File: src/design/pcpm_pkg.sv
// ----------------------------------------------------------------------------
// pcpm_pkg
// Shared types and constants for the pseudo-colour palette mapper: colour
// map codes, register indices, wavelength band limits and the reciprocal
// constants used by the false colour channel divider.
// ----------------------------------------------------------------------------
package pcpm_pkg;

  typedef enum logic [2:0] {
    MODE_GREY     = 3'd0,
    MODE_OVERLOAD = 3'd1,
    MODE_TERNARY  = 3'd2,
    MODE_PILEUP   = 3'd3,
    MODE_RAINBOW  = 3'd4,
    MODE_REVERSE  = 3'd5,
    MODE_TEMP     = 3'd6,
    MODE_FALSE    = 3'd7
  } map_mode_t;

  typedef enum logic [2:0] {
    REG_MAP_MODE   = 3'd0,
    REG_BACKGROUND = 3'd1,
    REG_FIRST      = 3'd2,
    REG_SECOND     = 3'd3,
    REG_THIRD      = 3'd4,
    REG_MARKS      = 3'd5,
    REG_BANDS      = 3'd6,
    REG_WAVELENGTH = 3'd7
  } cfg_reg_t;

  // Channel of a false colour result that still has to be divided.
  typedef enum logic [1:0] {
    FC_NONE  = 2'd0,
    FC_RED   = 2'd1,
    FC_GREEN = 2'd2,
    FC_BLUE  = 2'd3
  } fc_chan_t;

  // Odd part of the band width; the power of two is shifted off earlier.
  typedef enum logic [2:0] {
    DIV_BY_15 = 3'd0,
    DIV_BY_25 = 3'd1,
    DIV_BY_5  = 3'd2,
    DIV_BY_35 = 3'd3,
    DIV_BY_65 = 3'd4
  } div_sel_t;

  typedef struct packed {
    logic [7:0] red;
    logic [7:0] green;
    logic [7:0] blue;
  } rgb_t;

  localparam int unsigned RATIO_W = 15;

  typedef struct packed {
    rgb_t                 base;
    fc_chan_t             chan;
    div_sel_t             div;
    logic [RATIO_W-1:0]   ratio;
  } mid_t;

  localparam int unsigned CFG_DATA_W = 24;
  localparam int unsigned RGB_W      = 24;
  localparam int unsigned MARKS_W    = 16;
  localparam int unsigned BANDS_W    = 24;
  localparam int unsigned WAVE_W     = 14;

  localparam logic [7:0] OVL_GREEN_START = 8'd245;
  localparam logic [7:0] OVL_RED_START   = 8'd250;
  localparam logic [7:0] RB_FIRST_BREAK  = 8'(256 / 3);
  localparam logic [7:0] RB_SECOND_BREAK = 8'(2 * (256 / 3));

  localparam rgb_t RGB_RED   = 24'hFF0000;
  localparam rgb_t RGB_GREEN = 24'h00FF00;
  localparam rgb_t RGB_BLUE  = 24'h0000FF;
  localparam rgb_t RGB_BLACK = 24'h000000;
  localparam rgb_t RGB_WHITE = 24'hFFFFFF;

  // Wavelength limits in sixteenths of a nanometre.
  localparam logic [WAVE_W-1:0] WL_380 = WAVE_W'(380 * 16);
  localparam logic [WAVE_W-1:0] WL_440 = WAVE_W'(440 * 16);
  localparam logic [WAVE_W-1:0] WL_490 = WAVE_W'(490 * 16);
  localparam logic [WAVE_W-1:0] WL_510 = WAVE_W'(510 * 16);
  localparam logic [WAVE_W-1:0] WL_580 = WAVE_W'(580 * 16);
  localparam logic [WAVE_W-1:0] WL_645 = WAVE_W'(645 * 16);
  localparam logic [WAVE_W-1:0] WL_780 = WAVE_W'(780 * 16);

  // floor(t / m) = (t * ceil(2^S / m)) >> S holds for t < 2^15 and m < 2^7.
  localparam int unsigned RECIP_SHIFT = 22;
  localparam int unsigned RECIP_W     = 20;
  localparam logic [RECIP_W-1:0] RECIP_15 = RECIP_W'(((2 ** RECIP_SHIFT) + 14) / 15);
  localparam logic [RECIP_W-1:0] RECIP_25 = RECIP_W'(((2 ** RECIP_SHIFT) + 24) / 25);
  localparam logic [RECIP_W-1:0] RECIP_5  = RECIP_W'(((2 ** RECIP_SHIFT) + 4) / 5);
  localparam logic [RECIP_W-1:0] RECIP_35 = RECIP_W'(((2 ** RECIP_SHIFT) + 34) / 35);
  localparam logic [RECIP_W-1:0] RECIP_65 = RECIP_W'(((2 ** RECIP_SHIFT) + 64) / 65);

endpackage

File: src/design/pseudo_colour_palette_mapper.sv
// ----------------------------------------------------------------------------
// pseudo_colour_palette_mapper
// Maps an 8-bit palette index to red, green and blue levels of the colour
// map selected by the configuration registers.
// ----------------------------------------------------------------------------
// The mapper takes one index per clock while the output is not stalled. The
// path holds an input register, a register after the map logic and the false
// colour product, and the output register after the reciprocal divider. The
// two multipliers (weight times index, then the reciprocal of the band width)
// set the stage split. Ready follows the output side, so a stalled output
// holds at most three items in flight.
// Configuration registers are written through cfg_we, cfg_index and
// cfg_wdata in a single cycle and should only change while no transfer is
// in flight.
module pseudo_colour_palette_mapper (
  input  logic                             clk,
  input  logic                             rst_n,
  input  logic                             in_valid,
  output logic                             in_ready,
  input  logic [7:0]                       in_palette_index,
  output logic                             out_valid,
  input  logic                             out_ready,
  output logic [7:0]                       out_red_level,
  output logic [7:0]                       out_green_level,
  output logic [7:0]                       out_blue_level,
  input  logic                             cfg_we,
  input  logic [2:0]                       cfg_index,
  input  logic [pcpm_pkg::CFG_DATA_W-1:0]  cfg_wdata
);
  import pcpm_pkg::*;

  map_mode_t          map_mode_r;
  logic [RGB_W-1:0]   background_r, first_r, second_r, third_r;
  logic [MARKS_W-1:0] marks_r;
  logic [BANDS_W-1:0] bands_r;
  logic [WAVE_W-1:0]  wavelength_r;

  logic       s1_valid_r, s1_valid_nxt;
  logic [7:0] s1_index_r;
  logic       s2_valid_r, s2_valid_nxt;
  mid_t       s2_mid_r, s2_mid_nxt;
  logic       out_valid_r, out_valid_nxt;
  rgb_t       out_rgb_r, out_rgb_nxt;

  logic out_advance, s2_ready, s1_ready;

  always_ff @(posedge clk) begin
    if (!rst_n) begin
      map_mode_r   <= MODE_GREY;
      background_r <= '0;
      first_r      <= '0;
      second_r     <= '0;
      third_r      <= '0;
      marks_r      <= '0;
      bands_r      <= '0;
      wavelength_r <= '0;
    end else if (cfg_we) begin
      case (cfg_reg_t'(cfg_index))
        REG_MAP_MODE:   map_mode_r   <= map_mode_t'(cfg_wdata[2:0]);
        REG_BACKGROUND: background_r <= cfg_wdata[RGB_W-1:0];
        REG_FIRST:      first_r      <= cfg_wdata[RGB_W-1:0];
        REG_SECOND:     second_r     <= cfg_wdata[RGB_W-1:0];
        REG_THIRD:      third_r      <= cfg_wdata[RGB_W-1:0];
        REG_MARKS:      marks_r      <= cfg_wdata[MARKS_W-1:0];
        REG_BANDS:      bands_r      <= cfg_wdata[BANDS_W-1:0];
        REG_WAVELENGTH: wavelength_r <= cfg_wdata[WAVE_W-1:0];
        default: ;
      endcase
    end
  end

  // Each stage moves on when the stage after it is empty or moving too.
  assign out_advance = !out_valid_r || out_ready;
  assign s2_ready    = !s2_valid_r || out_advance;
  assign s1_ready    = !s1_valid_r || s2_ready;
  assign in_ready    = s1_ready;

  assign s1_valid_nxt  = s1_ready ? in_valid : s1_valid_r;
  assign s2_valid_nxt  = s2_ready ? s1_valid_r : s2_valid_r;
  assign out_valid_nxt = out_advance ? s2_valid_r : out_valid_r;

  pcpm_front u_front (
    .index_i      (s1_index_r),
    .map_mode_i   (map_mode_r),
    .background_i (background_r),
    .first_i      (first_r),
    .second_i     (second_r),
    .third_i      (third_r),
    .marks_i      (marks_r),
    .bands_i      (bands_r),
    .wavelength_i (wavelength_r),
    .mid_o        (s2_mid_nxt)
  );

  pcpm_fcdiv u_fcdiv (
    .mid_i (s2_mid_r),
    .rgb_o (out_rgb_nxt)
  );

  always_ff @(posedge clk) begin
    if (!rst_n) begin
      s1_valid_r  <= 1'b0;
      s2_valid_r  <= 1'b0;
      out_valid_r <= 1'b0;
    end else begin
      s1_valid_r  <= s1_valid_nxt;
      s2_valid_r  <= s2_valid_nxt;
      out_valid_r <= out_valid_nxt;
    end
  end

  always_ff @(posedge clk) begin
    if (in_valid && s1_ready) begin
      s1_index_r <= in_palette_index;
    end
    if (s2_ready) begin
      s2_mid_r <= s2_mid_nxt;
    end
    if (out_advance) begin
      out_rgb_r <= out_rgb_nxt;
    end
  end

  assign out_valid       = out_valid_r;
  assign out_red_level   = out_rgb_r.red;
  assign out_green_level = out_rgb_r.green;
  assign out_blue_level  = out_rgb_r.blue;

`ifndef SYNTHESIS
  a_in_lands_in_s1: assert property (@(posedge clk) disable iff (!rst_n)
    in_valid && in_ready |=> s1_valid_r)
    else $error("input transfer did not reach the first stage");

  a_s2_holds_on_stall: assert property (@(posedge clk) disable iff (!rst_n)
    s2_valid_r && !out_advance |=> s2_valid_r && $stable(s2_mid_r))
    else $error("middle stage changed while the output was stalled");

  a_out_from_s2: assert property (@(posedge clk) disable iff (!rst_n)
    $rose(out_valid_r) |-> $past(s2_valid_r))
    else $error("output became valid without a middle stage item");

  a_plain_colour_passes: assert property (@(posedge clk) disable iff (!rst_n)
    s2_valid_r && out_advance && s2_mid_r.chan == FC_NONE |=>
      out_rgb_r == $past(s2_mid_r.base))
    else $error("undivided colour was altered by the divider stage");
`endif

endmodule

File: src/design/pcpm_front.sv
// ----------------------------------------------------------------------------
// pcpm_front
// First pass of the mapper: evaluates every colour map for one index and,
// for false colour, forms the scaled weight product that the divider stage
// finishes.
// ----------------------------------------------------------------------------
module pcpm_front (
  input  logic [7:0]                      index_i,
  input  pcpm_pkg::map_mode_t             map_mode_i,
  input  logic [pcpm_pkg::RGB_W-1:0]      background_i,
  input  logic [pcpm_pkg::RGB_W-1:0]      first_i,
  input  logic [pcpm_pkg::RGB_W-1:0]      second_i,
  input  logic [pcpm_pkg::RGB_W-1:0]      third_i,
  input  logic [pcpm_pkg::MARKS_W-1:0]    marks_i,
  input  logic [pcpm_pkg::BANDS_W-1:0]    bands_i,
  input  logic [pcpm_pkg::WAVE_W-1:0]     wavelength_i,
  output pcpm_pkg::mid_t                  mid_o
);
  import pcpm_pkg::*;

  function automatic rgb_t rainbow(input logic [7:0] k);
    logic [7:0] d;
    logic [8:0] d3;
    rgb_t       c;
    if (k < RB_FIRST_BREAK) begin
      d = k;
    end else if (k < RB_SECOND_BREAK) begin
      d = k - RB_FIRST_BREAK;
    end else begin
      d = k - RB_SECOND_BREAK;
    end
    d3 = {d, 1'b0} + {1'b0, d};
    if (k == 8'd0) begin
      c = RGB_BLACK;
    end else if (k == 8'hFF) begin
      c = RGB_WHITE;
    end else if (k < RB_FIRST_BREAK) begin
      c = '{red: 8'd0, green: d3[7:0], blue: 8'hFF};
    end else if (k < RB_SECOND_BREAK) begin
      c = '{red: d3[7:0], green: 8'hFF, blue: 8'hFF - d3[7:0]};
    end else begin
      c = '{red: 8'hFF, green: 8'hFF - d3[7:0], blue: 8'd0};
    end
    return c;
  endfunction

  rgb_t              grey;
  rgb_t              overload_c;
  rgb_t              ternary_c;
  rgb_t              pileup_c;
  rgb_t              temp_c;
  rgb_t              band1, band2, band3;
  logic signed [10:0] lim_a, lim_b, lim_c, k_s;
  logic [14:0]       temp_g_prod;
  logic [13:0]       temp_b_prod;
  rgb_t              fc_base;
  fc_chan_t          fc_chan;
  div_sel_t          fc_div;
  logic [10:0]       fc_weight;
  logic [18:0]       fc_prod;
  logic [18:0]       fc_shifted;

  assign grey = '{red: index_i, green: index_i, blue: index_i};

  always_comb begin
    if (index_i < OVL_GREEN_START) begin
      overload_c = grey;
    end else if (index_i < OVL_RED_START) begin
      overload_c = RGB_GREEN;
    end else begin
      overload_c = RGB_RED;
    end
  end

  // The second mark takes priority when both marks name the same index.
  always_comb begin
    if (index_i == marks_i[15:8]) begin
      ternary_c = rgb_t'(second_i);
    end else if (index_i == marks_i[7:0]) begin
      ternary_c = rgb_t'(first_i);
    end else begin
      ternary_c = rgb_t'(background_i);
    end
  end

  // Band limits may go negative; the parts below index zero never match.
  always_comb begin
    if (first_i == '0 && second_i == '0 && third_i == '0) begin
      band1 = RGB_RED;
      band2 = RGB_GREEN;
      band3 = RGB_BLUE;
    end else begin
      band1 = rgb_t'(first_i);
      band2 = rgb_t'(second_i);
      band3 = rgb_t'(third_i);
    end
    lim_a = 11'sd256 - $signed({3'b0, bands_i[7:0]});
    lim_b = lim_a - $signed({3'b0, bands_i[15:8]});
    lim_c = lim_b - $signed({3'b0, bands_i[23:16]});
    k_s   = $signed({3'b0, index_i});
    if (k_s >= lim_a) begin
      pileup_c = band1;
    end else if (k_s >= lim_b) begin
      pileup_c = band2;
    end else if (k_s >= lim_c) begin
      pileup_c = band3;
    end else begin
      pileup_c = grey;
    end
  end

  // x * 255 is formed as x * 256 - x; the divisions are plain shifts.
  always_comb begin
    temp_g_prod = {index_i[6:0], 8'd0} - {8'd0, index_i[6:0]};
    temp_b_prod = {index_i[5:0], 8'd0} - {8'd0, index_i[5:0]};
    temp_c.red   = index_i;
    temp_c.green = index_i[7] ? temp_g_prod[14:7] : 8'd0;
    temp_c.blue  = (index_i[7:6] == 2'b11) ? temp_b_prod[13:6] : 8'd0;
  end

  always_comb begin
    fc_base   = grey;
    fc_chan   = FC_NONE;
    fc_div    = DIV_BY_15;
    fc_weight = '0;
    if (wavelength_i >= WL_380 && wavelength_i < WL_440) begin
      fc_base   = '{red: 8'd0, green: 8'd0, blue: index_i};
      fc_chan   = FC_RED;
      fc_div    = DIV_BY_15;
      fc_weight = 11'(WL_440 - wavelength_i);
    end else if (wavelength_i >= WL_440 && wavelength_i < WL_490) begin
      fc_base   = '{red: 8'd0, green: 8'd0, blue: index_i};
      fc_chan   = FC_GREEN;
      fc_div    = DIV_BY_25;
      fc_weight = 11'(wavelength_i - WL_440);
    end else if (wavelength_i >= WL_490 && wavelength_i < WL_510) begin
      fc_base   = '{red: 8'd0, green: index_i, blue: 8'd0};
      fc_chan   = FC_BLUE;
      fc_div    = DIV_BY_5;
      fc_weight = 11'(WL_510 - wavelength_i);
    end else if (wavelength_i >= WL_510 && wavelength_i < WL_580) begin
      fc_base   = '{red: 8'd0, green: index_i, blue: 8'd0};
      fc_chan   = FC_RED;
      fc_div    = DIV_BY_35;
      fc_weight = 11'(wavelength_i - WL_510);
    end else if (wavelength_i >= WL_580 && wavelength_i < WL_645) begin
      fc_base   = '{red: index_i, green: 8'd0, blue: 8'd0};
      fc_chan   = FC_GREEN;
      fc_div    = DIV_BY_65;
      fc_weight = 11'(WL_645 - wavelength_i);
    end else if (wavelength_i >= WL_645 && wavelength_i < WL_780) begin
      fc_base   = '{red: index_i, green: 8'd0, blue: 8'd0};
    end
  end

  // The power-of-two part of each band width is removed here.
  always_comb begin
    fc_prod = {8'd0, fc_weight} * {11'd0, index_i};
    case (fc_div)
      DIV_BY_15: fc_shifted = fc_prod >> 6;
      DIV_BY_25: fc_shifted = fc_prod >> 5;
      DIV_BY_5:  fc_shifted = fc_prod >> 6;
      DIV_BY_35: fc_shifted = fc_prod >> 5;
      DIV_BY_65: fc_shifted = fc_prod >> 4;
      default:   fc_shifted = fc_prod;
    endcase
  end

  always_comb begin
    mid_o.chan  = FC_NONE;
    mid_o.div   = fc_div;
    mid_o.ratio = fc_shifted[RATIO_W-1:0];
    case (map_mode_i)
      MODE_GREY:     mid_o.base = grey;
      MODE_OVERLOAD: mid_o.base = overload_c;
      MODE_TERNARY:  mid_o.base = ternary_c;
      MODE_PILEUP:   mid_o.base = pileup_c;
      MODE_RAINBOW:  mid_o.base = rainbow(index_i);
      MODE_REVERSE:  mid_o.base = rainbow(~index_i);
      MODE_TEMP:     mid_o.base = temp_c;
      MODE_FALSE: begin
        mid_o.base = fc_base;
        mid_o.chan = fc_chan;
      end
      default:       mid_o.base = grey;
    endcase
  end

endmodule

File: src/design/pcpm_fcdiv.sv
// ----------------------------------------------------------------------------
// pcpm_fcdiv
// Second pass of the mapper: divides the false colour product by the odd
// part of the band width with a reciprocal multiply and places the quotient
// in its channel.
// ----------------------------------------------------------------------------
module pcpm_fcdiv (
  input  pcpm_pkg::mid_t  mid_i,
  output pcpm_pkg::rgb_t  rgb_o
);
  import pcpm_pkg::*;

  localparam int unsigned PROD_W = RATIO_W + RECIP_W;

  logic [RECIP_W-1:0] recip;
  logic [PROD_W-1:0]  prod;
  logic [7:0]         quo;

  always_comb begin
    case (mid_i.div)
      DIV_BY_15: recip = RECIP_15;
      DIV_BY_25: recip = RECIP_25;
      DIV_BY_5:  recip = RECIP_5;
      DIV_BY_35: recip = RECIP_35;
      DIV_BY_65: recip = RECIP_65;
      default:   recip = RECIP_15;
    endcase
  end

  assign prod = {{RECIP_W{1'b0}}, mid_i.ratio} * {{RATIO_W{1'b0}}, recip};
  assign quo  = prod[RECIP_SHIFT +: 8];

  always_comb begin
    rgb_o = mid_i.base;
    case (mid_i.chan)
      FC_NONE:  rgb_o = mid_i.base;
      FC_RED:   rgb_o.red   = quo;
      FC_GREEN: rgb_o.green = quo;
      FC_BLUE:  rgb_o.blue  = quo;
      default:  rgb_o = mid_i.base;
    endcase
  end

endmodule
File: config.mk
export PLATFORM = sky130hd
export DESIGN_NAME = pseudo_colour_palette_mapper
export DESIGN_NICKNAME = d
export VERILOG_FILES = /design/src/design/pcpm_pkg.sv /design/src/design/pseudo_colour_palette_mapper.sv /design/src/design/pcpm_front.sv /design/src/design/pcpm_fcdiv.sv
export SDC_FILE = /design/constraint.sdc
export NUM_CORES = 1
export LEC_CHECK = 0
export BUFFER_PORTS_ARGS = -buffer_cell sky130_fd_sc_hd__buf_2
export CAP_MARGIN = 20
export CORE_UTILIZATION = 45
export CTS_CLUSTER_DIAMETER = 80
export DETAILED_ROUTE_END_ITERATION = 8
export RECOVER_POWER = 50
export SETUP_SLACK_MARGIN = 0.05
export SKIP_CTS_REPAIR_TIMING = 1
export SYNTH_ARGS = -nofsm -noshare
export SYNTH_HDL_FRONTEND = slang
export SYNTH_SLANG_ARGS = --single-unit
File: constraint.sdc
create_clock -name clk -period 10.6 [get_ports clk]
set_input_delay 1.06 -clock clk [delete_from_list [all_inputs] [get_ports clk]]
set_output_delay 1.06 -clock clk [all_outputs]
set_load 0.005 [all_outputs]
Yosys cells after proc, flatten, opt, wreduce, memory -nomap -nowiden
Index checks and enable logic that the tools add are counted.
- bitwise logic cells: 2
- mux-type cells: 53
- equal/unequal tests: 30
- $mul: 2
- add/sub/neg operators: 18
- $lt $le $gt $ge: 21
- reduce and logical (&&, ||, !) cells: 34
- operators with widths (operator ; count):
    two-way mux 24 bit ; 22
    case mux 24 bit (8 select lines) ; 1
    two-way mux 8 bit ; 11
    case mux 20 bit (4 select lines) ; 1
    logical NOT 24 bit ; 3
    >= comparator 14 x 13 -> 1 bit, second input constant ; 4
    two-way mux 11 bit ; 5
    case mux 15 bit (3 select lines) ; 1
    < comparator 14 x 13 -> 1 bit, second input constant ; 3
    < comparator 14 bit, second input constant ; 3
    < comparator 8 bit, second input constant ; 4
    two-way mux 16 bit ; 2
    equality test 3 bit, second input constant ; 10
    multiplier 15 x 20 -> 30 bit ; 1
    >= comparator 14 bit, second input constant ; 2
    equality test 3 x 2 -> 1 bit, second input constant ; 8
    >= comparator 9 x 11 -> 1 bit ; 2
    multiplier 11 x 8 -> 19 bit ; 1
    adder 8 bit ; 2
    equality test 8 bit ; 2
    equality test 8 bit, second input constant ; 2
    logical NOT 8 bit ; 2
    < comparator 8 x 7 -> 1 bit, second input constant ; 2
    AND reduction 2 bit ; 8
    27 further kinds ; 58
- bits in registers: 232
- word-level logic and storage cells: 182
- output and inout port bits: 26
- input bits: 40

Logic depth before layout (Yosys ltp)
Gate-level depths: netlist of run 1.
- depth after elaboration: 12
- depth in mapped cells: 28
- gate-level depth less buffers: 27

Hierarchy
From an unflattened synthesis of run 1, not the netlist that was laid out.
- cells, all modules: 3097
- area, all modules: 26834.5 µm²
- modules (own cells, without submodules) (module ; times used ; area an instance (µm²) ; seq. area each (µm²) ; cells each):
    pcpm_front ; 1 ; 10052.1 ; 0.0 ; 1459
    pcpm_fcdiv ; 1 ; 8802.2 ; 0.0 ; 1020
    pseudo_colour_palette_mapper ; 1 ; 7980.2 ; 5405.2 ; 618

Worst setup path after synthesis of run 1
No wires, ideal clock.
- path type: flip-flop to flip-flop
- start: register s2_mid_r[16] in the netlist's numbering
- end: register out_rgb_r, in the netlist out_blue_level[4] (data pin)
- path slack: 3908 ps
- arrival time: 6426 ps
- data required time: 10335 ps
- clock period less this slack: 6692 ps
- buffers on the path: 2
- cell stages (with the launch flop): 26
- library setup time: 265 ps
- path through: edfxtp_1 -> nor2_1 -> and2_1 -> clkbuf_1 -> clkbuf_1 -> o21ai_0 -> fa_1 -> inv_1 -> fa_1 -> fa_1 -> inv_1 -> fa_1 -> inv_1 -> fa_1 -> inv_1 -> fa_1 -> inv_1 -> ha_1 -> a211oi_1 -> o21ai_0 -> a211oi_1 -> o211ai_1 -> a31oi_1 -> o21bai_1 -> xnor2_1 -> o21ai_0
- RTL lines (what ; line ; source):
    from (decl) ; pseudo_colour_palette_mapper.sv:41 ; mid_t s2_mid_r, s2_mid_nxt;
    from (signal assigned) ; pseudo_colour_palette_mapper.sv:117 ; s2_mid_r <= s2_mid_nxt;
    to (signal assigned) ; pseudo_colour_palette_mapper.sv:120 ; out_rgb_r <= out_rgb_nxt;
    to (decl) ; pseudo_colour_palette_mapper.sv:43 ; rgb_t out_rgb_r, out_rgb_nxt;

==> results.ini, run 1 <==
[run_status]
status=finished with violations
failed_checks=max-capacitance violations, max-slew violations

[floorplanning]
die_x_um=243.8
dieHeight_um=243.8
dieArea_mm2=0.05945
core-area_mm2=0.05770
io_pins=66
rows=88
start_util=0.4561

[timing]
slew_viol_final=159
finClkSkew_ps=25.51
fin_crit_sh=0.7648
finalSetupViolCount=0
slew_headroom=-1.670
finalHoldViolations=0
tightest_slew_ps=4005
grt_setup_unrepaired=false
fin_setup_tns_ps=0
min_period_ps=8107
fmaxAchievable_ghz=0.1234

[clocking]
htree_levels=1
cts_made_buffers=28
cts_tree=built
cts_buffer_depth=3
clk_pin_slew_ps=60
clock_sinks=232
clk_latency_ps=580
root_buffer=clkbuf_16

[power_and_ir_drop]
total_power_mw=3.178
peakVddDrop_uv=201.2
power_density_mw_per_mm2=113.0
p_leak_nw=12.54

[final_layout]
drive_gt1_frac=0.06250
fill_cells=5631
area_growth_pct=6.847
fin_area_mm2=0.02812
multi_input_comb_area_mm2=0.01886
fin_nets=3565
regArea_mm2=0.005405

[synth]
yosys.area_share.adder=0.2936
synthCells=3108
post_synth_instance_area_mm2=0.02632
synth_top_area_frac=0.2024
ys_top_cells_by_area=fa_1, dfxtp_1, ha_1
yosys_warnings=0
yosys.area_share.simple=0.1886
netlist-cell-type-count=97
synth-seq-cells=232
synthMuxAreaShare=0.01417
synth-xor-area-share=0.02967
synth.avg_cell_area_um2=8.467
yosysTopAreaCell=fa_1
synth_compound_area_frac=0.1899
synth_top_family_by_area=adder cells
ys_async_sr_fraction=0
ys_seq_area_frac=0.2054
ys.flop_type=dfxtp_1
synth_fp_nets=3606
synth-edff-count=76

[hold_path]
hold_depth=2
min_from=bands_r[21]
holdPathEnd=bands_r[21]
hp-class=reg2reg

[global_route]
antenna_found_initial=3
grt_pass1_wl_mm=137.3
grt_overflow_total=0
grt_max_degree=114
grt_pass1_vias=23290
grt_util_all_layers=0.2985

[routing]
wl_per_cell_um=22.83
viasPerCell=5.898
routed_wl_mm=88.00
drtPass1Iterations=6
drt_iter0_drc=1692
ant_nets=0
vias=22730
drc_errors=0

[worst_setup_path]
worstPathMaxFanout=29
crit_arrival_ps=8400
r2r-start=s2_mid_r[16]
r2r_cells=25
worst-setup-path-type=reg2reg
r2r_end=out_blue_level[4]
required_ps=10890
reg2reg_slack_ps=2490
crit_path_end_kind=flop
cp-start-kind=flop

[place]
gp_congestion=0.9752
portBuffers=65
placed_cell_area_mm2=0.02713
hpwl_mm=67.94

[job]
max_cap_violations=2

## cells in the final DEF (no fill, tap or decap), drive strengths merged, types with 15 or more instances in the layout
master,n
nand3,40
xor2,36
nor2,126
and2,143
dfxtp,156
a211oi,31
o21ai,171
fa,266
nor4,28
inv,364
nor2b,35
edfxtp,76
nor3,54
mux2i,35
o211ai,18
nand2,494
and3,21
o21a,28
buf,84
nand2b,23
ha,192
a21o,31
a21oi,99
clkbuf,55
a31oi,25
a221oi,15
a211o,22
o31ai,20
xnor2,48
a21boi,154
nand4,18
## cells in the mapped netlist, drive strengths merged (48+ instances only)
master,number
a21boi,154
a21oi,99
and2,143
clkbuf,144
dfxtp,156
edfxtp,76
fa,266
ha,192
inv,360
nand2,494
nor2,126
nor3,54
o21ai,171
xnor2,48
## worst max-delay path by stage
stage / from / end / slack (ps)
floorplan: s2_mid_r[16] / out_blue_level[4] / 3910
global placement: wavelength_r[6] / s2_mid_r[12] / 2760
detailed placement: s2_mid_r[16] / out_green_level[4] / 2670
CTS: s2_mid_r[16] / out_green_level[4] / 2600
global route: wavelength_r[7] / s2_mid_r[12] / 2010
finish: s2_mid_r[16] / out_blue_level[4] / 2490
## cell type report
cell class                 instances  share of cell area
sequential                       232              0.1922
antenna                            1          0.00008900
multi-input combinational       2344              0.6707
clock inverter                    12            0.004939
timing repair buffer             100             0.02114
clock buffer                      39             0.02861
inverter                         361             0.04824
tap                              765             0.03404
## metrics by stage
step	hold WS (ps)	utilization	cells	worst slack [ps]
after CTS	468.3	0.4867	3847	2602
after floorplan	440.0	-	3108	3908
after global placement	453.2	0.4700	3795	2764
after global routing	491.8	0.4873	3853	2007
after detailed placement	460.6	0.4703	3796	2666
final	469.2	0.4873	3854	2493
## flip-flops by register name (all words and copies together) (netlist names)
register	count
map_mode_r	3
wavelength_r	14
marks_r	16
first_r	24
bands_r	24
out_valid	1
out_blue_level	8
second_r	24
s2_valid_r	1
third_r	24
s1_index_r	8
s2_mid_r	44
out_green_level	8
s1_valid_r	1
out_red_level	8
background_r	24
## routing by layer
metal | share of wire | routed length [µm] | GRT usage
met3 | 0.054 | 4724 | 0.03261
met2 | 0.48 | 42410 | 0.5138
met5 | 0.00023 | 20 | 0
met1 | 0.40 | 35490 | 0.3650
met4 | 0.061 | 5358 | 0.1616
## cells by family after synthesis
group	Yosys count
AND/OR/NAND/NOR	1042
XOR/XNOR	86
multiplexers	37
buffers and inverters	532
AO/OA/AOI/OAI	721
adder cells (fa/ha/maj)	458
flip-flops	232
## power by group
| part | switching, mW | internal, mW | total [mW] |
|---|---|---|---|
| logic | 0.754 | 0.429 | 1.18 |
| registers | 0.0470 | 0.963 | 1.01 |
| clock network | 0.402 | 0.583 | 0.985 |
## critical path: stages, from the launching register on
cell      delay (ps)
edfxtp_1         440
nor2_1           150
and2_1           180
buf_4            230
nor2_1           730
nand2_1          250
fa_1             550
inv_1             50
fa_1             470
inv_1             50
fa_1             500
fa_1             540
inv_1             50
fa_1             540
inv_1             60
fa_1             530
inv_1             40
ha_1             300
a211oi_1         250
o21ai_0          150
a211oi_1         560
o211ai_1         270
a31oi_1          380
o21bai_1         120
xnor2_1          270
o21ai_0          140
No activity file was read; power rests on OpenSTA's default activity.
==> run 2, diff against run 1 <==
==> constraint.sdc (replaced) <==
create_clock -name clk -period 7.17 [get_ports clk]
set_input_delay 0.717 -clock clk [delete_from_list [all_inputs] [get_ports clk]]
set_output_delay 0.717 -clock clk [all_outputs]
set_load 0.005 [all_outputs]
==> run 2 against run 1 <==
  * The flow still finishes with violations (max-capacitance violations, max-slew violations)
  * Sequential power increased by 47%
  * Design area rose by 2.5%
  * Total power grew 51%
  * Critical path depth fell by 1
  * Clock power rose by 55%
  * Cell count up 2.0%
  * Critical path type unchanged
  * Highest routed layer unchanged
==> results.ini, run 2 (synthesized netlist as in run 1, its figures left out) <==
[place]
place_inst=3861
hpwl_mm=70.44
placed_cell_area_mm2=0.02762
portBuffers=65
post-place-ws_ps=-186.6
gp_congestion=0.9697

[clocking]
clk_pin_slew_ps=60
htree_levels=1
clock_sinks=232
cts_made_buffers=29
cts_tree=built
root_buffer=clkbuf_16
clk_latency_ps=590
cts_buffer_depth=3

[routing]
drtPass1Iterations=5
drc_errors=0
wl_per_cell_um=22.67
ant_nets=0
drt_iter0_drc=1838
vias=22810
viasPerCell=5.801
routed_wl_mm=89.15

[timing]
hold_ws_ps=313.6
tightest_slew_ps=2965
finalSetupViolCount=0
min_period_ps=6939
slew_headroom=-0.9769
fmaxAchievable_ghz=0.1441
finClkSkew_ps=24.75
slew_viol_final=159
fin_crit_sh=0.9678
setup_ws_ps=230.8
finalHoldViolations=0
fin_setup_tns_ps=0
grt_setup_unrepaired=true

[worst_setup_path]
r2r-start=s2_mid_r[17]
reg2reg_slack_ps=230
startpoint=s2_mid_r[17]
crit_arrival_ps=7250
r2r_cells=24
crit_end=out_red_level[5]
required_ps=7480
worstPathMaxFanout=8
crit_path_end_kind=flop
worst-setup-path-type=reg2reg
r2r_end=out_red_level[5]
cp-start-kind=flop

[job]
max_cap_violations=2

[final_layout]
fin_area_mm2=0.02881
largest-register=s2_mid_r
mostFrequentLayoutCell=nand2_1
drive_gt1_frac=0.09157
antenna_cells=0
fin_nets=3642
final_util=0.4994
final_cell_mix=nand2_1, inv_1, fa_1
area_growth_pct=9.495
final_cells=3932
largest_reg_flops=44

[floorplanning]
io_pins=66
die_x_um=243.8
dieArea_mm2=0.05945
start_util=0.4561
core-area_mm2=0.05770
rows=88
dieHeight_um=243.8

[run_status]
status=finished with violations
failed_checks=max-capacitance violations, max-slew violations

[hold_path]
hp-class=in2reg

[power_and_ir_drop]
peakVddDrop_uv=197.1
total_power_mw=4.801
p_leak_nw=12.98
power_density_mw_per_mm2=166.6

[global_route]
antenna_found_initial=1
grt_pass1_wl_mm=138.0
grt_max_degree=87
grt_util_all_layers=0.3011
grt_overflow_total=0
grt_pass1_vias=23070

run 2: how the worst min path moves through the flow:
stage                              from               end  cells past startpoint
CTS                 in_palette_index[1]     s1_index_r[1]                      1
finish              in_palette_index[1]     s1_index_r[1]                      1
global route        in_palette_index[3]     s1_index_r[3]                      1
global placement       background_r[13]  background_r[13]                      2
floorplan               background_r[8]   background_r[8]                      2
detailed placement      background_r[8]   background_r[8]                      2
run 2: final cells by class:
type                    instances  area (µm²)
well taps                     765       957.2
fillers                      5552       28880
inverters                     361        1356
clock buffers                  32       737.0
repair buffers                176        1165
clock inverters                22       255.2
multi-input cells            2344       18940
flip-flops and latches        232        5405
run 2: worst max-delay path: stages, from the launching register on:
cell and delay, ps:
edfxtp_1 500, and3b_2 280, buf_4 150, nor3_4 190
buf_4 150, nand2_1 110, fa_1 550, inv_1 60
fa_1 500, fa_1 510, inv_1 50, fa_1 470
inv_1 60, fa_1 500, fa_1 540, ha_1 350
nand4_1 190, nor3_1 240, o21ai_1 160, o211ai_1 200
buf_4 170, nand3_1 150, a31oi_2 270, nand2b_4 200
o21ai_0 100
run 2: report_power, final:
part	switching [mW]	internal, mW
sequential	0.0608	1.42
clock	0.636	0.897
combinational	1.13	0.654
total	1.83	2.97
run 2: per-layer routing:
layer	vias to the layer above	part of all wire	global-route usage
met5	-	0.00019	0
met3	230	0.054	0.03558
met2	783	0.49	0.5265
li1	10590	-	-
met4	2	0.052	0.1371
met1	11200	0.41	0.3696
